**src/design/bcs_pkg.sv**
```systemverilog
// Shared types and constants for the Bezier curve sampler.
// No dependencies; imported by every module of the block.
package bcs_pkg;

  localparam int MAX_POINTS_DEF = 8;
  localparam int FRAC_BITS_DEF  = 16;

  localparam int COORD_W     = 32;
  localparam int SAMPLE_W    = 16;
  localparam int PCOUNT_W    = 4;
  localparam int PIDX_W      = 3;
  localparam int CFG_ADDR_W  = 1;
  localparam int CFG_DATA_W  = 16;
  localparam int IN_TDATA_W  = 120;
  localparam int OUT_TDATA_W = 112;

  localparam logic [CFG_ADDR_W-1:0] REG_POINT_COUNT  = 1'b0;
  localparam logic [CFG_ADDR_W-1:0] REG_SAMPLE_COUNT = 1'b1;

  localparam logic [SAMPLE_W-1:0] SAMPLE_COUNT_RST = 16'd64;

  localparam logic MODE_LOAD = 1'b0;
  localparam logic MODE_EVAL = 1'b1;

  typedef enum logic [1:0] {
    COORD_X,
    COORD_Y,
    COORD_Z
  } coord_t;

  typedef struct packed {
    coord_t coord;
    logic   last;
  } lerp_tag_t;

endpackage

```
**src/design/bcs_tdiv.sv**
```systemverilog
// Restoring divider for the curve parameter t = floor(i * 2^FRAC_BITS / count).
// One quotient bit per cycle. Depends on bcs_pkg.
module bcs_tdiv #(
  parameter int FRAC_BITS = bcs_pkg::FRAC_BITS_DEF
) (
  input  logic                         clk,
  input  logic                         rst_n,
  input  logic                         start_i,
  input  logic [bcs_pkg::SAMPLE_W-1:0] idx_i,
  input  logic [bcs_pkg::SAMPLE_W-1:0] count_i,
  output logic [FRAC_BITS:0]           t_o,
  output logic                         done_o
);
  import bcs_pkg::*;

  localparam int CNTW = $clog2(FRAC_BITS + 1);
  localparam logic [FRAC_BITS:0] T_ONE = {1'b1, {FRAC_BITS{1'b0}}};

  logic [SAMPLE_W-1:0] rem_r, div_r, rem_nxt;
  logic [SAMPLE_W:0]   trial, trial_sub;
  logic [FRAC_BITS:0]  t_r;
  logic [CNTW-1:0]     cnt_r;
  logic                busy_r, done_r, ge;

  assign trial     = {rem_r, 1'b0};
  assign ge        = trial >= {1'b0, div_r};
  assign trial_sub = trial - {1'b0, div_r};
  assign rem_nxt   = ge ? trial_sub[SAMPLE_W-1:0] : trial[SAMPLE_W-1:0];

  always_ff @(posedge clk) begin
    if (!rst_n) begin
      busy_r <= 1'b0;
      done_r <= 1'b0;
    end else begin
      if (start_i) begin
        priority if (count_i == '0) begin
          t_r    <= '0;
          done_r <= 1'b1;
        end else if (idx_i == count_i) begin
          t_r    <= T_ONE;
          done_r <= 1'b1;
        end else begin
          rem_r  <= idx_i;
          div_r  <= count_i;
          t_r    <= '0;
          cnt_r  <= CNTW'(FRAC_BITS);
          busy_r <= 1'b1;
          done_r <= 1'b0;
        end
      end else if (busy_r) begin
        rem_r  <= rem_nxt;
        t_r    <= {t_r[FRAC_BITS-1:0], ge};
        cnt_r  <= cnt_r - CNTW'(1);
        busy_r <= (cnt_r != CNTW'(1));
        done_r <= (cnt_r == CNTW'(1));
      end else begin
        done_r <= 1'b0;
      end
    end
  end

  assign t_o    = t_r;
  assign done_o = done_r;

endmodule

```
**src/design/bcs_lerp.sv**
```systemverilog
// Shared interpolation unit: a + floor((b - a) * t / 2^FRAC_BITS).
// Two stages: multiply, then shift and add. Depends on bcs_pkg.
module bcs_lerp #(
  parameter int FRAC_BITS = bcs_pkg::FRAC_BITS_DEF
) (
  input  logic                               clk,
  input  logic                               rst_n,
  input  logic                               in_valid_i,
  input  bcs_pkg::lerp_tag_t                 in_tag_i,
  input  logic signed [bcs_pkg::COORD_W-1:0] a_i,
  input  logic signed [bcs_pkg::COORD_W-1:0] b_i,
  input  logic [FRAC_BITS:0]                 t_i,
  output logic                               res_valid_o,
  output bcs_pkg::lerp_tag_t                 res_tag_o,
  output logic signed [bcs_pkg::COORD_W-1:0] res_o
);
  import bcs_pkg::*;

  localparam int PW = COORD_W + FRAC_BITS + 3;

  logic signed [COORD_W:0]     diff_w;
  logic signed [FRAC_BITS+1:0] t_w;
  logic signed [PW-1:0]        prod_nxt, prod_r, shifted;
  logic signed [COORD_W-1:0]   a_r;
  lerp_tag_t                   tag_r;
  logic                        valid_r;

  // 33-bit signed difference times 18-bit signed t
  assign diff_w   = (COORD_W+1)'(b_i) - (COORD_W+1)'(a_i);
  assign t_w      = {1'b0, t_i};
  assign prod_nxt = diff_w * t_w;

  always_ff @(posedge clk) begin
    if (!rst_n) begin
      valid_r <= 1'b0;
    end else begin
      valid_r <= in_valid_i;
    end
    prod_r <= prod_nxt;
    a_r    <= a_i;
    tag_r  <= in_tag_i;
  end

  assign shifted     = prod_r >>> FRAC_BITS;
  assign res_o       = a_r + shifted[COORD_W-1:0];
  assign res_valid_o = valid_r;
  assign res_tag_o   = tag_r;

endmodule

```
**src/design/bezier_curve_sampler_top.sv**
```systemverilog
// Bezier curve sampler, top level: point store, t divider and de Casteljau sequencer
// around one shared multiply/add unit. Depends on bcs_pkg, bcs_tdiv, bcs_lerp.
// An evaluation of n points first computes t in the divider (shortcut when sample_count
// is 0 or the saturated index equals it), then issues 3*n*(n-1)/2 lerp operations, drains
// the lerp unit and registers the result. Ready only while idle; a held result delays
// the next one. Sync active-low reset: point_count 0, sample_count 64, point store kept.
module bezier_curve_sampler_top #(
  parameter int MAX_POINTS = bcs_pkg::MAX_POINTS_DEF,
  parameter int FRAC_BITS  = bcs_pkg::FRAC_BITS_DEF
) (
  input  logic                            clk,
  input  logic                            rst_n,
  input  logic                            in_tvalid,
  output logic                            in_tready,
  // point_index[2:0], coord_x[34:3], coord_y[66:35], coord_z[98:67],
  // sample_index[114:99], zero fill
  input  logic [bcs_pkg::IN_TDATA_W-1:0]  in_tdata,
  // mode
  input  logic                            in_tuser,
  output logic                            out_tvalid,
  input  logic                            out_tready,
  // sample_number[15:0], curve_x[47:16], curve_y[79:48], curve_z[111:80]
  output logic [bcs_pkg::OUT_TDATA_W-1:0] out_tdata,
  input  logic                            cfg_we,
  input  logic [bcs_pkg::CFG_ADDR_W-1:0]  cfg_addr,
  input  logic [bcs_pkg::CFG_DATA_W-1:0]  cfg_wdata
);
  import bcs_pkg::*;

  localparam int IW = $clog2(MAX_POINTS);
  localparam int CW = $clog2(MAX_POINTS + 1);
  localparam logic [CW-1:0] N_MAX = CW'(MAX_POINTS);
  localparam logic [CW-1:0] N_TWO = CW'(2);

  typedef enum logic [1:0] {
    ST_IDLE,
    ST_DIV,
    ST_EVAL,
    ST_FINISH
  } state_t;

  // input fields
  logic [PIDX_W-1:0]   in_pidx;
  logic [COORD_W-1:0]  in_x, in_y, in_z;
  logic [SAMPLE_W-1:0] in_sidx;

  assign in_pidx = in_tdata[PIDX_W-1:0];
  assign in_x    = in_tdata[PIDX_W +: COORD_W];
  assign in_y    = in_tdata[PIDX_W + COORD_W +: COORD_W];
  assign in_z    = in_tdata[PIDX_W + 2*COORD_W +: COORD_W];
  assign in_sidx = in_tdata[PIDX_W + 3*COORD_W +: SAMPLE_W];

  // configuration
  logic [PCOUNT_W-1:0] pc_r;
  logic [SAMPLE_W-1:0] sc_r;

  always_ff @(posedge clk) begin
    if (!rst_n) begin
      pc_r <= '0;
      sc_r <= SAMPLE_COUNT_RST;
    end else if (cfg_we) begin
      unique case (cfg_addr)
        REG_POINT_COUNT:  pc_r <= cfg_wdata[PCOUNT_W-1:0];
        REG_SAMPLE_COUNT: sc_r <= cfg_wdata;
        default: ;
      endcase
    end
  end

  state_t              state_r;
  logic                in_acc, load_ok, eval_go;
  logic [CW-1:0]       n_eff;
  logic [SAMPLE_W-1:0] sat_idx;

  assign in_tready = (state_r == ST_IDLE);
  assign in_acc    = in_tvalid && in_tready;
  assign n_eff     = (32'(pc_r) > MAX_POINTS) ? N_MAX : CW'(pc_r);
  assign load_ok   = 32'(in_pidx) < MAX_POINTS;
  assign eval_go   = in_acc && (in_tuser == MODE_EVAL) && (n_eff >= N_TWO);
  assign sat_idx   = (in_sidx > sc_r) ? sc_r : in_sidx;

  // t divider
  logic [FRAC_BITS:0] div_t;
  logic               div_done;

  bcs_tdiv #(.FRAC_BITS(FRAC_BITS)) u_tdiv (
    .clk     (clk),
    .rst_n   (rst_n),
    .start_i (eval_go),
    .idx_i   (sat_idx),
    .count_i (sc_r),
    .t_o     (div_t),
    .done_o  (div_done)
  );

  // sequencer registers
  logic [IW-1:0]       i_r;
  logic [CW-1:0]       cur_r;
  coord_t              coord_r;
  logic                first_r, issuing_r, issue;
  logic [SAMPLE_W-1:0] samp_r;
  logic [COORD_W-1:0]  cx_r, cy_r, cz_r;
  logic                out_valid_r;
  logic [OUT_TDATA_W-1:0] out_data_r;

  logic [IW-1:0] rd_a, rd_b;
  assign issue = (state_r == ST_EVAL) && issuing_r;
  assign rd_a  = i_r;
  assign rd_b  = i_r + IW'(1);

  // point store and working memories
  logic [3*COORD_W-1:0] store_mem [MAX_POINTS];
  logic [COORD_W-1:0]   work_x [MAX_POINTS];
  logic [COORD_W-1:0]   work_y [MAX_POINTS];
  logic [COORD_W-1:0]   work_z [MAX_POINTS];
  logic [3*COORD_W-1:0] st_a_r, st_b_r;
  logic [COORD_W-1:0]   wx_a_r, wx_b_r, wy_a_r, wy_b_r, wz_a_r, wz_b_r;

  // lerp unit signals
  lerp_tag_t                 s0_tag_r, res_tag;
  logic                      s0_valid_r, s0_first_r, res_valid;
  logic [IW-1:0]             s0_idx_r, s1_idx_r;
  logic signed [COORD_W-1:0] op_a, op_b, res;

  always_ff @(posedge clk) begin
    if (in_acc && (in_tuser == MODE_LOAD) && load_ok) begin
      store_mem[IW'(in_pidx)] <= {in_z, in_y, in_x};
    end
    st_a_r <= store_mem[rd_a];
    st_b_r <= store_mem[rd_b];
  end

  always_ff @(posedge clk) begin
    if (res_valid && (res_tag.coord == COORD_X)) work_x[s1_idx_r] <= res;
    if (res_valid && (res_tag.coord == COORD_Y)) work_y[s1_idx_r] <= res;
    if (res_valid && (res_tag.coord == COORD_Z)) work_z[s1_idx_r] <= res;
    wx_a_r <= work_x[rd_a];
    wx_b_r <= work_x[rd_b];
    wy_a_r <= work_y[rd_a];
    wy_b_r <= work_y[rd_b];
    wz_a_r <= work_z[rd_a];
    wz_b_r <= work_z[rd_b];
  end

  // read stage tags, then index alongside the multiply stage
  always_ff @(posedge clk) begin
    if (!rst_n) begin
      s0_valid_r <= 1'b0;
    end else begin
      s0_valid_r <= issue;
    end
    s0_tag_r   <= '{coord: coord_r, last: (cur_r == N_TWO)};
    s0_first_r <= first_r;
    s0_idx_r   <= i_r;
    s1_idx_r   <= s0_idx_r;
  end

  always_comb begin
    unique case (s0_tag_r.coord)
      COORD_X: begin
        op_a = s0_first_r ? st_a_r[0 +: COORD_W] : wx_a_r;
        op_b = s0_first_r ? st_b_r[0 +: COORD_W] : wx_b_r;
      end
      COORD_Y: begin
        op_a = s0_first_r ? st_a_r[COORD_W +: COORD_W] : wy_a_r;
        op_b = s0_first_r ? st_b_r[COORD_W +: COORD_W] : wy_b_r;
      end
      COORD_Z: begin
        op_a = s0_first_r ? st_a_r[2*COORD_W +: COORD_W] : wz_a_r;
        op_b = s0_first_r ? st_b_r[2*COORD_W +: COORD_W] : wz_b_r;
      end
      default: begin
        op_a = '0;
        op_b = '0;
      end
    endcase
  end

  bcs_lerp #(.FRAC_BITS(FRAC_BITS)) u_lerp (
    .clk         (clk),
    .rst_n       (rst_n),
    .in_valid_i  (s0_valid_r),
    .in_tag_i    (s0_tag_r),
    .a_i         (op_a),
    .b_i         (op_b),
    .t_i         (div_t),
    .res_valid_o (res_valid),
    .res_tag_o   (res_tag),
    .res_o       (res)
  );

  // control
  always_ff @(posedge clk) begin
    if (!rst_n) begin
      state_r     <= ST_IDLE;
      issuing_r   <= 1'b0;
      out_valid_r <= 1'b0;
    end else begin
      if (out_valid_r && out_tready && (state_r != ST_FINISH)) out_valid_r <= 1'b0;
      unique case (state_r)
        ST_IDLE: begin
          if (eval_go) begin
            samp_r  <= sat_idx;
            cur_r   <= n_eff;
            state_r <= ST_DIV;
          end
        end
        ST_DIV: begin
          if (div_done) begin
            i_r       <= '0;
            coord_r   <= COORD_X;
            first_r   <= 1'b1;
            issuing_r <= 1'b1;
            state_r   <= ST_EVAL;
          end
        end
        ST_EVAL: begin
          if (issuing_r) begin
            unique case (coord_r)
              COORD_X: coord_r <= COORD_Y;
              COORD_Y: coord_r <= COORD_Z;
              default: begin
                coord_r <= COORD_X;
                if ((CW'(i_r) + N_TWO) == cur_r) begin
                  i_r     <= '0;
                  first_r <= 1'b0;
                  if (cur_r == N_TWO) begin
                    issuing_r <= 1'b0;
                  end else begin
                    cur_r <= cur_r - CW'(1);
                  end
                end else begin
                  i_r <= i_r + IW'(1);
                end
              end
            endcase
          end
          if (res_valid && res_tag.last) begin
            unique case (res_tag.coord)
              COORD_X: cx_r <= res;
              COORD_Y: cy_r <= res;
              default: begin
                cz_r    <= res;
                state_r <= ST_FINISH;
              end
            endcase
          end
        end
        ST_FINISH: begin
          if (!out_valid_r || out_tready) begin
            out_data_r  <= {cz_r, cy_r, cx_r, samp_r};
            out_valid_r <= 1'b1;
            state_r     <= ST_IDLE;
          end
        end
        default: state_r <= ST_IDLE;
      endcase
    end
  end

  assign out_tvalid = out_valid_r;
  assign out_tdata  = out_data_r;

endmodule

```
**config.mk**
```make
export PLATFORM = sky130hd
export DESIGN_NAME = bezier_curve_sampler_top
export DESIGN_NICKNAME = d
export VERILOG_FILES = /design/src/design/bcs_pkg.sv /design/src/design/bcs_tdiv.sv /design/src/design/bcs_lerp.sv /design/src/design/bezier_curve_sampler_top.sv
export SDC_FILE = /design/constraint.sdc
export NUM_CORES = 2
export LEC_CHECK = 0
export ABC_CLOCK_PERIOD_IN_PS = 13500
export BUFFER_PORTS_ARGS = -buffer_cell sky130_fd_sc_hd__buf_4
export CORE_MARGIN = 2
export CORE_UTILIZATION = 40
export CTS_BUF_LIST = sky130_fd_sc_hd__clkbuf_2 sky130_fd_sc_hd__clkbuf_4 sky130_fd_sc_hd__clkbuf_8
export CTS_CLUSTER_DIAMETER = 200
export DETAILED_ROUTE_END_ITERATION = 7
export PLACE_DENSITY = 0.53
export SKIP_LAST_GASP = 1
export SYNTH_ARGS = -nofsm -noshare
export SYNTH_HDL_FRONTEND = slang
export SYNTH_SLANG_ARGS = --single-unit
```
**constraint.sdc**
```tcl
create_clock -name clk -period 13.5 [get_ports clk]
set_clock_uncertainty 0.1 [all_clocks]
set_input_delay 3.375 -clock clk [delete_from_list [all_inputs] [get_ports clk]]
set_output_delay 3.375 -clock clk [all_outputs]
set_load 0.02 [all_outputs]
```
==> run summary <==
R2R depth - 36
H-Tree Depth - 5
cts repair resizes - 0
Post-synth EDFFs - 1824
Syn. warnings - 0
Period Utilization, post-route - 0.901
Clock Latency Late Sink - 1.09 ns
Tmin final - 12.17 ns
Initial DRC Count - 4835
Seq/Total Area, Yosys - 0.561
most used cell, CP - fa_1
syn_nets - 8121
Worst setup SP type - flip-flop
clock root buffer - clkbuf_8
DR DRC count - 0
fin. max-slew vios - 0
final hold violation count - 0
Post-synth top flop - edfxtp_1
Netlist cell types - 76
CP Class - reg2reg
routability cong. - 0.851
Final nets - 8554
WHS Endpoint - s1_idx_r[1]
commonest non-fill, non-tap cell in the layout - edfxtp_1
Area Growth Syn to Fin - 13.5%
Worst-path clk slew - 0.06 ns
vias per cell - 5.45
Post-Syn Instances - 7246
post-DP HPWL - 198000 µm
share of cells above drive strength 1 - 0.298
Post-CTS Setup Bufs - 0
Worst-Margin Slew - 1.30 ns
Yosys reg bits - 2313
first-pass GRT wire length - 461000 µm
die area - 292000 µm²
Max Buffers Root-to-Sink - 4
RR Endpoint - u_lerp.prod_r[47]
most frequent cells in the layout - edfxtp_1, mux4_2, inv_1
grt ovf - 0
cell row count - 196
Synth async-reset ratio - 0
largest fanout on the critical path - 27
I/O Pins - 257
Arrival @ worst endpoint - 12.95 ns
clk sinks - 2313
Slew headroom - 0.131
vias in the first global route - 68700
via count - 64300
Min-Delay Path Depth - 0
Core ar. - 286000 µm²
largest net degree at the start of global routing - 137
peak per-stage delay on the critical path - 0.90 ns
r2r startpoint - s0_tag_r[1]
Worst EP required - 14.28 ns
all-layer global routing usage - 0.215
initial antenna violation count - 47
I/O Buffers - 251
chip width - 540 µm
die height - 540 µm
TritonCTS buffer count - 394
Synth Area per Inst - 15.9 µm²
Detail Route Antenna Nets - 0
TritonCTS clock tree - built
Hold Crit Class - reg2reg
Final setup viols - 0
Hold Crit Start - s0_idx_r[1]
register-to-register setup slack - 1.33 ns
fmax - 82.2 MHz
slowest CP cell - a21oi_1
starting density of the core - 0.403
setup TNS - 0 ns
Max Cap Viol - 0
drt total wl - 315000 µm
Post-CTS Hold Buffers - 0
Crit. End Element - flip-flop
Post-Syn Area - 115000 µm²
status - finished clean
drt pass-1 iters - 5
Routed WL per cell - 26.7 µm
RSZ-0062 raised after global routing - no
==> final cells by class <==
| type | instances | area, µm² |
|---|---|---|
| Inverter | 702 | 2640 |
| Tap cell | 3762 | 4710 |
| Clock buffer | 616 | 7480 |
| Sequential cell | 2313 | 64600 |
| Multi-Input combinational cell | 3838 | 46900 |
| Clock inverter | 123 | 875 |
| Timing Repair Buffer | 430 | 3370 |
| Antenna cell | 13 | 32.5 |
| Fill cell | 24900 | 155000 |
==> cell families (layout without fill, tap and decap cells) <==
logic type | after synthesis | after routing | synth area share
xor+xnor | 135 | 135 | 0.0104
flops | 2313 | 2313 | 0.561
simple gates | 1110 | 1110 | 0.0465
fa+ha+maj | 732 | 732 | 0.113
mux | 1321 | 1321 | 0.203
other cells | 0 | 13 | 0
buf+inv | 1095 | 1871 | 0.0359
compound gates | 540 | 540 | 0.0300
==> flip-flops by register name, summed over array words and instances, names as in the netlist, 96 cells and up <==
| name | flops |
|---|---|
| st_a_r | 96 |
| st_b_r | 96 |
| work_y | 256 |
| work_x | 256 |
| work_z | 256 |
| store_mem | 768 |
| out_tdata | 112 |
==> cell usage after synthesis, types with 37 or more instances <==
master	count	area [µm²]
fa_1	517	10300
edfxtp_1	1824	54800
and2_1	280	1750
xnor2_1	81	709
nor2_1	206	773
o21ai_0	120	601
a21o_1	55	413
inv_1	702	2640
dfxtp_1	489	9790
nor2b_1	37	231
xor2_1	53	464
mux2_2	403	4540
buf_1	119	447
ha_1	215	2690
nand2_1	432	1620
a211oi_1	43	323
clkbuf_1	268	1010
mux4_2	768	17300
a21oi_1	168	841
mux2i_1	150	1500
nand2b_1	40	250
==> worst max-delay path: cells and delay by family (launching register included) <==
family,cells,cell delay [ns]
mux,1,0.22
flops,1,0.76
compound gates,17,5.53
fa+ha+maj,8,3.67
xor+xnor,2,0.62
simple gates,3,0.53
buf+inv,5,0.54
==> worst max-delay path by stage <==
stage,depth (start not counted),startpoint,endpoint
global placement,37,s0_tag_r[1],u_lerp.prod_r[47]
detailed placement,37,s0_tag_r[1],u_lerp.prod_r[47]
finish,36,s0_tag_r[1],u_lerp.prod_r[47]
floorplan,3,in_tvalid,store_mem[0][0]
global route,36,s0_tag_r[1],u_lerp.prod_r[47]
CTS,37,s0_tag_r[1],u_lerp.prod_r[47]
==> metrics by stage <==
step	area, µm²	util	setup slack [ns]	std cells	hold slack, ns
floorplan	115000	-	2.21	7246	0.210
global placement	122000	0.428	1.50	11000	0.210
detailed placement	122000	0.428	1.46	11000	0.212
CTS	131000	0.457	1.33	11800	0.225
global route	131000	0.457	0.783	11800	0.231
finish	131000	0.457	1.33	11800	0.224
==> metal layers <==
metal,wire (µm),track usage
met2,155000,0.362
met5,200,0
met3,18800,0.0370
met1,133000,0.288
met4,8430,0.0588
Power is left out: the tool's default activity adds up to more than one toggle a clock period on the data nets, which glitch-free logic cannot reach.
